$ cat src/rtl/osv_pkg.sv
// package for the octant shadowcast visibility block: sizes, slope tables, shared types
package osv_pkg;

  localparam int RADIUS = 8;
  localparam int SLOTS  = 6;

  localparam int COORD_W    = 3;
  localparam int SLOPE_W    = 17;
  localparam int SLOT_IDX_W = (SLOTS > 1) ? $clog2(SLOTS) : 1;
  localparam int DIST_W     = 2 * COORD_W + 2;
  localparam int RSQ_W      = DIST_W + 1;

  typedef logic [COORD_W-1:0]    coord_t;
  typedef logic [SLOPE_W-1:0]    slope_t;
  typedef logic [SLOT_IDX_W-1:0] slot_idx_t;

  localparam logic [RSQ_W-1:0] RADIUS_SQ = RSQ_W'(RADIUS * RADIUS);
  localparam slot_idx_t IDX_LAST = SLOT_IDX_W'(SLOTS - 1);

  // left slope col/(row+2), indexed by {row, col}, saturated
  localparam slope_t LEFT_TAB [0:63] = '{
    17'd0, 17'd32768, 17'd65536, 17'd98304, 17'd131071, 17'd131071, 17'd131071, 17'd131071,
    17'd0, 17'd21845, 17'd43690, 17'd65536, 17'd87381, 17'd109226, 17'd131071, 17'd131071,
    17'd0, 17'd16384, 17'd32768, 17'd49152, 17'd65536, 17'd81920, 17'd98304, 17'd114688,
    17'd0, 17'd13107, 17'd26214, 17'd39321, 17'd52428, 17'd65536, 17'd78643, 17'd91750,
    17'd0, 17'd10922, 17'd21845, 17'd32768, 17'd43690, 17'd54613, 17'd65536, 17'd76458,
    17'd0, 17'd9362, 17'd18724, 17'd28086, 17'd37449, 17'd46811, 17'd56173, 17'd65536,
    17'd0, 17'd8192, 17'd16384, 17'd24576, 17'd32768, 17'd40960, 17'd49152, 17'd57344,
    17'd0, 17'd7281, 17'd14563, 17'd21845, 17'd29127, 17'd36408, 17'd43690, 17'd50972
  };

  // right slope (col+1)/(row+1), indexed by {row, col}, saturated
  localparam slope_t RIGHT_TAB [0:63] = '{
    17'd65536, 17'd131071, 17'd131071, 17'd131071,
    17'd131071, 17'd131071, 17'd131071, 17'd131071,
    17'd32768, 17'd65536, 17'd98304, 17'd131071,
    17'd131071, 17'd131071, 17'd131071, 17'd131071,
    17'd21845, 17'd43690, 17'd65536, 17'd87381,
    17'd109226, 17'd131071, 17'd131071, 17'd131071,
    17'd16384, 17'd32768, 17'd49152, 17'd65536,
    17'd81920, 17'd98304, 17'd114688, 17'd131071,
    17'd13107, 17'd26214, 17'd39321, 17'd52428,
    17'd65536, 17'd78643, 17'd91750, 17'd104857,
    17'd10922, 17'd21845, 17'd32768, 17'd43690,
    17'd54613, 17'd65536, 17'd76458, 17'd87381,
    17'd9362, 17'd18724, 17'd28086, 17'd37449,
    17'd46811, 17'd56173, 17'd65536, 17'd74898,
    17'd8192, 17'd16384, 17'd24576, 17'd32768,
    17'd40960, 17'd49152, 17'd57344, 17'd65536
  };

  typedef enum logic [1:0] {
    ST_IDLE,
    ST_SCAN,
    ST_FINISH
  } osv_state_t;

  typedef struct packed {
    logic      load;
    logic      step;
    logic      finish;
    slot_idx_t idx;
  } osv_cmd_t;

  typedef struct packed {
    logic in_radius;
    logic hit;
    logic out_busy;
  } osv_sts_t;

endpackage

$ cat src/rtl/octant_shadowcast_visibility_top.sv
// top level of the octant shadowcast visibility block
//
//  channel | dir | handshake          | tdata (low bit up)                 | tuser
//  s_      | in  | s_tvalid/s_tready  | row[2:0] col[5:3] solid[6] pad[7]  | first_of_octant
//  m_      | out | m_tvalid/m_tready  | row[2:0] col[5:3] visible[6] pad[7]| -
//
// a cell inside the radius is accepted, scanned against each shadow slot in turn by the scan
// sequencer, then inserted and loaded into the output register; a covered cell ends
// its scan at the covering slot. a cell outside the radius is accepted and gives no word.
// rst is synchronous and clears all shadow slots and the output valid.
// the next cell is taken while a result word waits; a cell stalls only at insert when the
// output register still holds an untaken word.
module octant_shadowcast_visibility_top
  import osv_pkg::*;
(
  input  logic       clk,
  input  logic       rst,
  input  logic       s_tvalid,
  output logic       s_tready,
  input  logic [7:0] s_tdata,   // row[2:0], col[5:3], solid[6], zero[7]
  input  logic       s_tuser,   // first_of_octant
  output logic       m_tvalid,
  input  logic       m_tready,
  output logic [7:0] m_tdata    // out_row[2:0], out_col[5:3], visible[6], zero[7]
);

  osv_cmd_t cmd;
  osv_sts_t sts;

  osv_ctrl u_ctrl (
    .clk      (clk),
    .rst      (rst),
    .s_tvalid (s_tvalid),
    .s_tready (s_tready),
    .sts      (sts),
    .cmd      (cmd)
  );

  osv_datapath u_datapath (
    .clk      (clk),
    .rst      (rst),
    .s_tdata  (s_tdata),
    .s_tuser  (s_tuser),
    .m_tvalid (m_tvalid),
    .m_tready (m_tready),
    .m_tdata  (m_tdata),
    .cmd      (cmd),
    .sts      (sts)
  );

endmodule

$ cat src/rtl/osv_ctrl.sv
// controller state machine: accept, slot scan sequencing and result hand-off
module osv_ctrl
  import osv_pkg::*;
(
  input  logic     clk,
  input  logic     rst,
  input  logic     s_tvalid,
  output logic     s_tready,
  input  osv_sts_t sts,
  output osv_cmd_t cmd
);

  osv_state_t state, state_next;
  slot_idx_t  idx, idx_next;

  always_ff @(posedge clk) begin
    if (rst) begin
      state <= ST_IDLE;
      idx   <= '0;
    end else begin
      state <= state_next;
      idx   <= idx_next;
    end
  end

  always_comb begin
    state_next = state;
    idx_next   = idx;
    s_tready   = 1'b0;
    cmd        = '0;
    cmd.idx    = idx;
    unique case (state)
      ST_IDLE: begin
        s_tready = 1'b1;
        if (s_tvalid) begin
          cmd.load = 1'b1;
          if (sts.in_radius) begin
            state_next = ST_SCAN;
            idx_next   = '0;
          end
        end
      end
      ST_SCAN: begin
        cmd.step = 1'b1;
        if (sts.hit || idx == IDX_LAST) begin
          state_next = ST_FINISH;
        end else begin
          idx_next = idx + 1'b1;
        end
      end
      ST_FINISH: begin
        if (!sts.out_busy) begin
          cmd.finish = 1'b1;
          state_next = ST_IDLE;
        end
      end
      default: begin
        state_next = ST_IDLE;
      end
    endcase
  end

`ifndef SYNTHESIS
  a_finish_free: assert property (@(posedge clk) disable iff (rst)
    cmd.finish |-> !sts.out_busy)
    else $error("result issued while output word still pending");

  a_idx_range: assert property (@(posedge clk) disable iff (rst)
    (state == ST_SCAN) |-> (idx <= IDX_LAST))
    else $error("scan index beyond last slot");

  a_start_scan: assert property (@(posedge clk) disable iff (rst)
    (s_tvalid && s_tready && sts.in_radius) |=> (state == ST_SCAN && idx == '0))
    else $error("cell inside radius did not start a scan");

  a_no_accept_busy: assert property (@(posedge clk) disable iff (rst)
    (state == ST_SCAN) |=> (cmd.load == 1'b0 || $past(sts.hit) || $past(idx) == IDX_LAST))
    else $error("word accepted during slot scan");
`endif

endmodule

$ cat src/rtl/osv_datapath.sv
// datapath: slope lookup, shadow slot store, cover and merge tests, result register
module osv_datapath
  import osv_pkg::*;
(
  input  logic       clk,
  input  logic       rst,
  input  logic [7:0] s_tdata,
  input  logic       s_tuser,
  output logic       m_tvalid,
  input  logic       m_tready,
  output logic [7:0] m_tdata,
  input  osv_cmd_t   cmd,
  output osv_sts_t   sts
);

  coord_t row_in, col_in;
  logic   solid_in;
  logic [DIST_W-1:0] dist_sq;
  logic [5:0] tab_idx;

  coord_t row, col;
  logic   solid, vis;
  slope_t left, right;

  logic   used [SLOTS];
  slope_t slot_left [SLOTS];
  slope_t slot_right [SLOTS];

  slope_t    cur_l, cur_r;
  logic      cur_used, hit, merge_l, merge_r;
  logic      free_found;
  slot_idx_t free_idx;

  coord_t out_row, out_col;
  logic   out_vis;

  assign row_in   = s_tdata[2:0];
  assign col_in   = s_tdata[5:3];
  assign solid_in = s_tdata[6];
  assign tab_idx  = {row_in, col_in};

  assign dist_sq = DIST_W'({{(DIST_W-COORD_W){1'b0}}, row_in} * {{(DIST_W-COORD_W){1'b0}}, row_in})
                 + DIST_W'({{(DIST_W-COORD_W){1'b0}}, col_in} * {{(DIST_W-COORD_W){1'b0}}, col_in});

  assign cur_used = used[cmd.idx];
  assign cur_l    = slot_left[cmd.idx];
  assign cur_r    = slot_right[cmd.idx];

  assign hit     = cur_used && (left >= cur_l) && (right <= cur_r);
  assign merge_l = cur_used && !hit && solid && (left >= cur_l) && (left < cur_r);
  assign merge_r = cur_used && !hit && solid && (right > cur_l) && (right <= cur_r);

  always_comb begin
    free_found = 1'b0;
    free_idx   = '0;
    for (int i = SLOTS - 1; i >= 0; i--) begin
      if (!used[i]) begin
        free_found = 1'b1;
        free_idx   = SLOT_IDX_W'(i);
      end
    end
  end

  assign sts.in_radius = ({1'b0, dist_sq} < RADIUS_SQ);
  assign sts.hit       = hit;
  assign sts.out_busy  = m_tvalid && !m_tready;

  // slot valid bits and output valid
  always_ff @(posedge clk) begin
    if (rst) begin
      for (int i = 0; i < SLOTS; i++) used[i] <= 1'b0;
      m_tvalid <= 1'b0;
    end else begin
      if (cmd.load && s_tuser) begin
        for (int i = 0; i < SLOTS; i++) used[i] <= 1'b0;
      end
      if (cmd.step && (merge_l || merge_r)) begin
        used[cmd.idx] <= 1'b0;
      end
      if (cmd.finish && vis && solid && free_found) begin
        used[free_idx] <= 1'b1;
      end
      if (cmd.finish) begin
        m_tvalid <= 1'b1;
      end else if (m_tready) begin
        m_tvalid <= 1'b0;
      end
    end
  end

  // working cell, slot payload and output word
  always_ff @(posedge clk) begin
    if (cmd.load) begin
      row   <= row_in;
      col   <= col_in;
      solid <= solid_in;
      vis   <= 1'b1;
      left  <= LEFT_TAB[tab_idx];
      right <= RIGHT_TAB[tab_idx];
    end else if (cmd.step) begin
      if (hit) vis <= 1'b0;
      if (merge_l) left <= cur_l;
      if (merge_r) right <= cur_r;
    end
    if (cmd.finish && vis && solid && free_found) begin
      slot_left[free_idx]  <= left;
      slot_right[free_idx] <= right;
    end
    if (cmd.finish) begin
      out_row <= row;
      out_col <= col;
      out_vis <= vis;
    end
  end

  assign m_tdata = {1'b0, out_vis, out_col, out_row};

endmodule

$ cat config.mk
export PLATFORM = sky130hd
export DESIGN_NAME = octant_shadowcast_visibility_top
export DESIGN_NICKNAME = d
export VERILOG_FILES = /design/src/rtl/osv_pkg.sv /design/src/rtl/octant_shadowcast_visibility_top.sv /design/src/rtl/osv_ctrl.sv /design/src/rtl/osv_datapath.sv
export SDC_FILE = /design/constraint.sdc
export NUM_CORES = 1
export LEC_CHECK = 0
export BUFFER_PORTS_ARGS = -buffer_cell sky130_fd_sc_hd__buf_4
export CAP_MARGIN = 25
export CORE_MARGIN = 2
export CORE_UTILIZATION = 55
export CTS_BUF_LIST = sky130_fd_sc_hd__clkbuf_2
export CTS_CLUSTER_SIZE = 12
export DETAILED_ROUTE_END_ITERATION = 8
export PLACE_DENSITY = 0.76
export SKIP_LAST_GASP = 1
export SYNTH_ARGS = -nofsm -noshare
export SYNTH_HDL_FRONTEND = slang
export SYNTH_HIERARCHICAL = 1
export SYNTH_SLANG_ARGS = --single-unit
export TNS_END_PERCENT = 100
$ cat constraint.sdc
create_clock -name clk -period 15.85 [get_ports clk]
set_clock_uncertainty 0.15 [all_clocks]
set_input_delay 3.17 -clock clk [delete_from_list [all_inputs] [get_ports clk]]
set_output_delay 3.17 -clock clk [all_outputs]
set_load 0.01 [all_outputs]
==> impl_metrics.toml <==
[yosys]
synth_warnings = 6
synthCells = 1052
syn_area_per_cell_um2 = 12.5
synth-async-reset-ratio = 0
yosysSeqAreaShare = 0.597
synth_edf_count = 252
ys_ff_latch = 267
synth_cell_type_count = 75
synth-main-ff-cell = "edfxtp_1"
postSynthNetCount = 1150
netlist_area_um2 = 13200

[drt]
dr_total_vias = 9168
wl_per_cell_um = 21.7
wl_um = 31800
first_pass_iters = 6
viasPerCell = 6.25
drtIter0Drc = 1077
postRouteAntennaNets = 0
post-route-drc-count = 0

[final_layout]
multi_input_area_um2 = 5030
drive_gt1_frac = 0.169
finish.utilization = 0.609
n_fill_cell = 1889
layout.nets = 1197
area_growth_pct = 8.62
register_area_um2 = 7870

[worst_setup_path]
crit_end = "u_datapath/right[11]$_DFFE_PP_"
critical_path_arrival_ps = 5810
critPathCaptureType = "flip-flop"
reg2reg_to = "u_datapath/right[11]$_DFFE_PP_"
crit_buf_inv = 3
r2r_slack_ps = 10340
crit_fanout = 42
r2r-start = "u_ctrl/idx[1]$_SDFFE_PP0P_"
cpMostUsedCell = "buf_4"
crit_family = "compound AO/OA/AOI/OAI gates"
cp.depth = 15
cp.required_ps = 16150
cp-start-kind = "flip-flop"
startpoint = "u_ctrl/idx[1]$_SDFFE_PP0P_"
max_stage_delay_ps = 770
cpMaxStageDelayCell = "a221oi_1"
rr_worst_depth = 15
path_class = "flip-flop to flip-flop"
crit_chain = "buf_4, nor2_1, buf_4, a22oi_1, nor2_1, a221oi_1, ha_1, a21o_1, a21oi_1, o221a_2, o211ai_1, a211o_1, nand2b_1, o21ai_1, buf_4"

[floorplanning]
dieArea_um2 = 25200
io_pins = 23
die_h_um = 159
core_area_um2 = 23500
initial_core_util = 0.561
die_w_um = 159
rows = 56

[timing]
fin_crit_sh = 0.348
rsz0062_at_grt = "no"
max_slew.worst_pin.slew_ps = 1000
drv_slew = 0
setup_viol = 0
period_needed_ps = 5510
max_freq_mhz = 181
worst_slew_margin_rel = 0.331
hold_viol = 0
finalSetupTns_ps = 0

[worst_hold_path]
hp-class = "flip-flop to flip-flop"

[global_routing]
grt_antenna_before_repair = 2
track_usage = 0.255
grt_first_pass_wirelength_um = 49500
grt_max_degree = 66
grt-ovfl-total = 0
grt_pass1_vias = 8902

[cts]
cts.hold.buffers_added = 0
clk_pin_slew_ps = 110
cts_buffers = 66
clock_latency_ps = 830
cts_setup_buffers = 0
clkSinkCount = 267
cts_resized = 0
cts_max_level = 3
cts_tree = "done"
clk_path_buf_depth = 3
cts_root_buf = "clkbuf_2"

[pwr]
leakagePower_nw = 5.08
irDropWorstVdd_v = 0.0000594
p_per_area_nw_per_um2 = 108

[job]
drv_cap = 0

[placement]
gp_congestion = 0.975
port_buffers = 20
dp_hpwl_um = 20300

[outcome]
status = "finished, final reports clean"
==> logic make-up after synthesis <==
kind of cell    synth area share
flops                      0.597
fa+ha+maj                 0.0828
mux                       0.0541
simple gates              0.0934
buf+inv                   0.0242
compound gates             0.148
other cells             0.000285
==> metrics by stage <==
stage	cell area, um^2	total power [mW]	hold slack (ps)	worst slack, ps	cells
after floorplan	13200	1.00	250	8490	1052
after global placement	13700	1.07	252	9910	1350
after detailed placement	13700	1.08	256	9900	1350
after CTS	14300	1.55	282	10390	1467
after global routing	14300	1.62	285	10190	1468
final	14300	1.55	276	10340	1468
==> synth_stat cells, types with 6 or more instances <==
master    instances  area share
ha_1             84       0.080
a21o_1            8      0.0046
nor2b_1          10      0.0047
nand2b_1          7      0.0033
inv_1            14      0.0040
mux2i_1          36       0.027
nor2_1           84       0.024
nand2_1          76       0.022
a21boi_0          6      0.0034
nand3_1          25      0.0095
buf_1             9      0.0026
nor3_1            9      0.0034
edfxtp_1        252        0.57
a31oi_1           9      0.0043
and3_1            8      0.0038
dfxtp_1          15       0.023
a22o_1           17       0.011
o21ai_0          58       0.022
a21oi_1          91       0.035
clkbuf_1         40       0.011
o21a_1            7      0.0040
a221oi_1         17       0.011
mux2_2           20       0.017
o211ai_1         16      0.0091
a22oi_1          27       0.015
nand4_1          11      0.0052
==> cells in the final DEF (no fill, tap or decap), types with 9 or more instances in the layout <==
cell type | netlist | final
mux2i_1 | 36 | 36
a221oi_1 | 17 | 17
mux2_2 | 20 | 20
ha_1 | 84 | 84
a22o_1 | 17 | 17
dfxtp_1 | 15 | 12
edfxtp_1 | 252 | 252
inv_1 | 14 | 14
o211ai_1 | 16 | 16
a22oi_1 | 27 | 27
nand4_1 | 11 | 11
nor2_1 | 84 | 79
nand3_1 | 25 | 25
a21oi_1 | 91 | 91
a31oi_1 | 9 | 9
clkinv_1 | 4 | 19
clkbuf_2 | 1 | 94
buf_4 | 3 | 38
nand2_1 | 76 | 76
nor2b_1 | 10 | 10
o21ai_0 | 58 | 57
==> power breakdown <==
part	switching, mW	total (mW)	internal [mW]
clock	0.272	0.481	0.209
sequential	0.0319	0.840	0.809
combinational	0.143	0.228	0.0854
==> worst min path at each step <==
stage | startpoint | to | depth (start not counted) | slack (ps)
after floorplan | u_datapath/col[0]$_DFFE_PP_ | u_datapath/out_col[0]$_DFFE_PP_ | 0 | 250
after global placement | u_datapath/col[0]$_DFFE_PP_ | u_datapath/out_col[0]$_DFFE_PP_ | 0 | 250
after detailed placement | u_datapath/col[1]$_DFFE_PP_ | u_datapath/out_col[1]$_DFFE_PP_ | 0 | 260
after CTS | u_datapath/col[1]$_DFFE_PP_ | u_datapath/out_col[1]$_DFFE_PP_ | 0 | 280
after global routing | u_datapath/col[1]$_DFFE_PP_ | u_datapath/out_col[1]$_DFFE_PP_ | 0 | 290
final | u_datapath/col[1]$_DFFE_PP_ | u_datapath/out_col[1]$_DFFE_PP_ | 0 | 280
==> layer usage <==
metal / vias to the layer above / wire length [um] / track usage
met2: 469 / 15300 / 0.411
met3: 56 / 2990 / 0.0455
met4: 0 / 880 / 0.113
met1: 4426 / 12700 / 0.340
met5: - / 0 / 0
li1: 4217 / - / -
==> sequential cells by signal (all words and copies together) (netlist names), 2 cells and up <==
name	cells
u_ctrl/state	2
u_datapath/used	8
u_datapath/left	17
u_datapath/slot_right	102
u_datapath/out_row	3
u_datapath/slot_left	102
u_datapath/col	3
u_datapath/right	17
u_datapath/out_col	3
u_datapath/row	3
u_ctrl/idx	3
==> cell type report <==
cell class	count	area share
diodes	1	0.000175
clock buffers	94	0.0329
clock inverters	23	0.0120
inverters	19	0.00499
multi-input cells	707	0.352
flip-flops and latches	267	0.550
well taps	319	0.0279
repair buffers	38	0.0199
(Power assumes the default switching activity.)
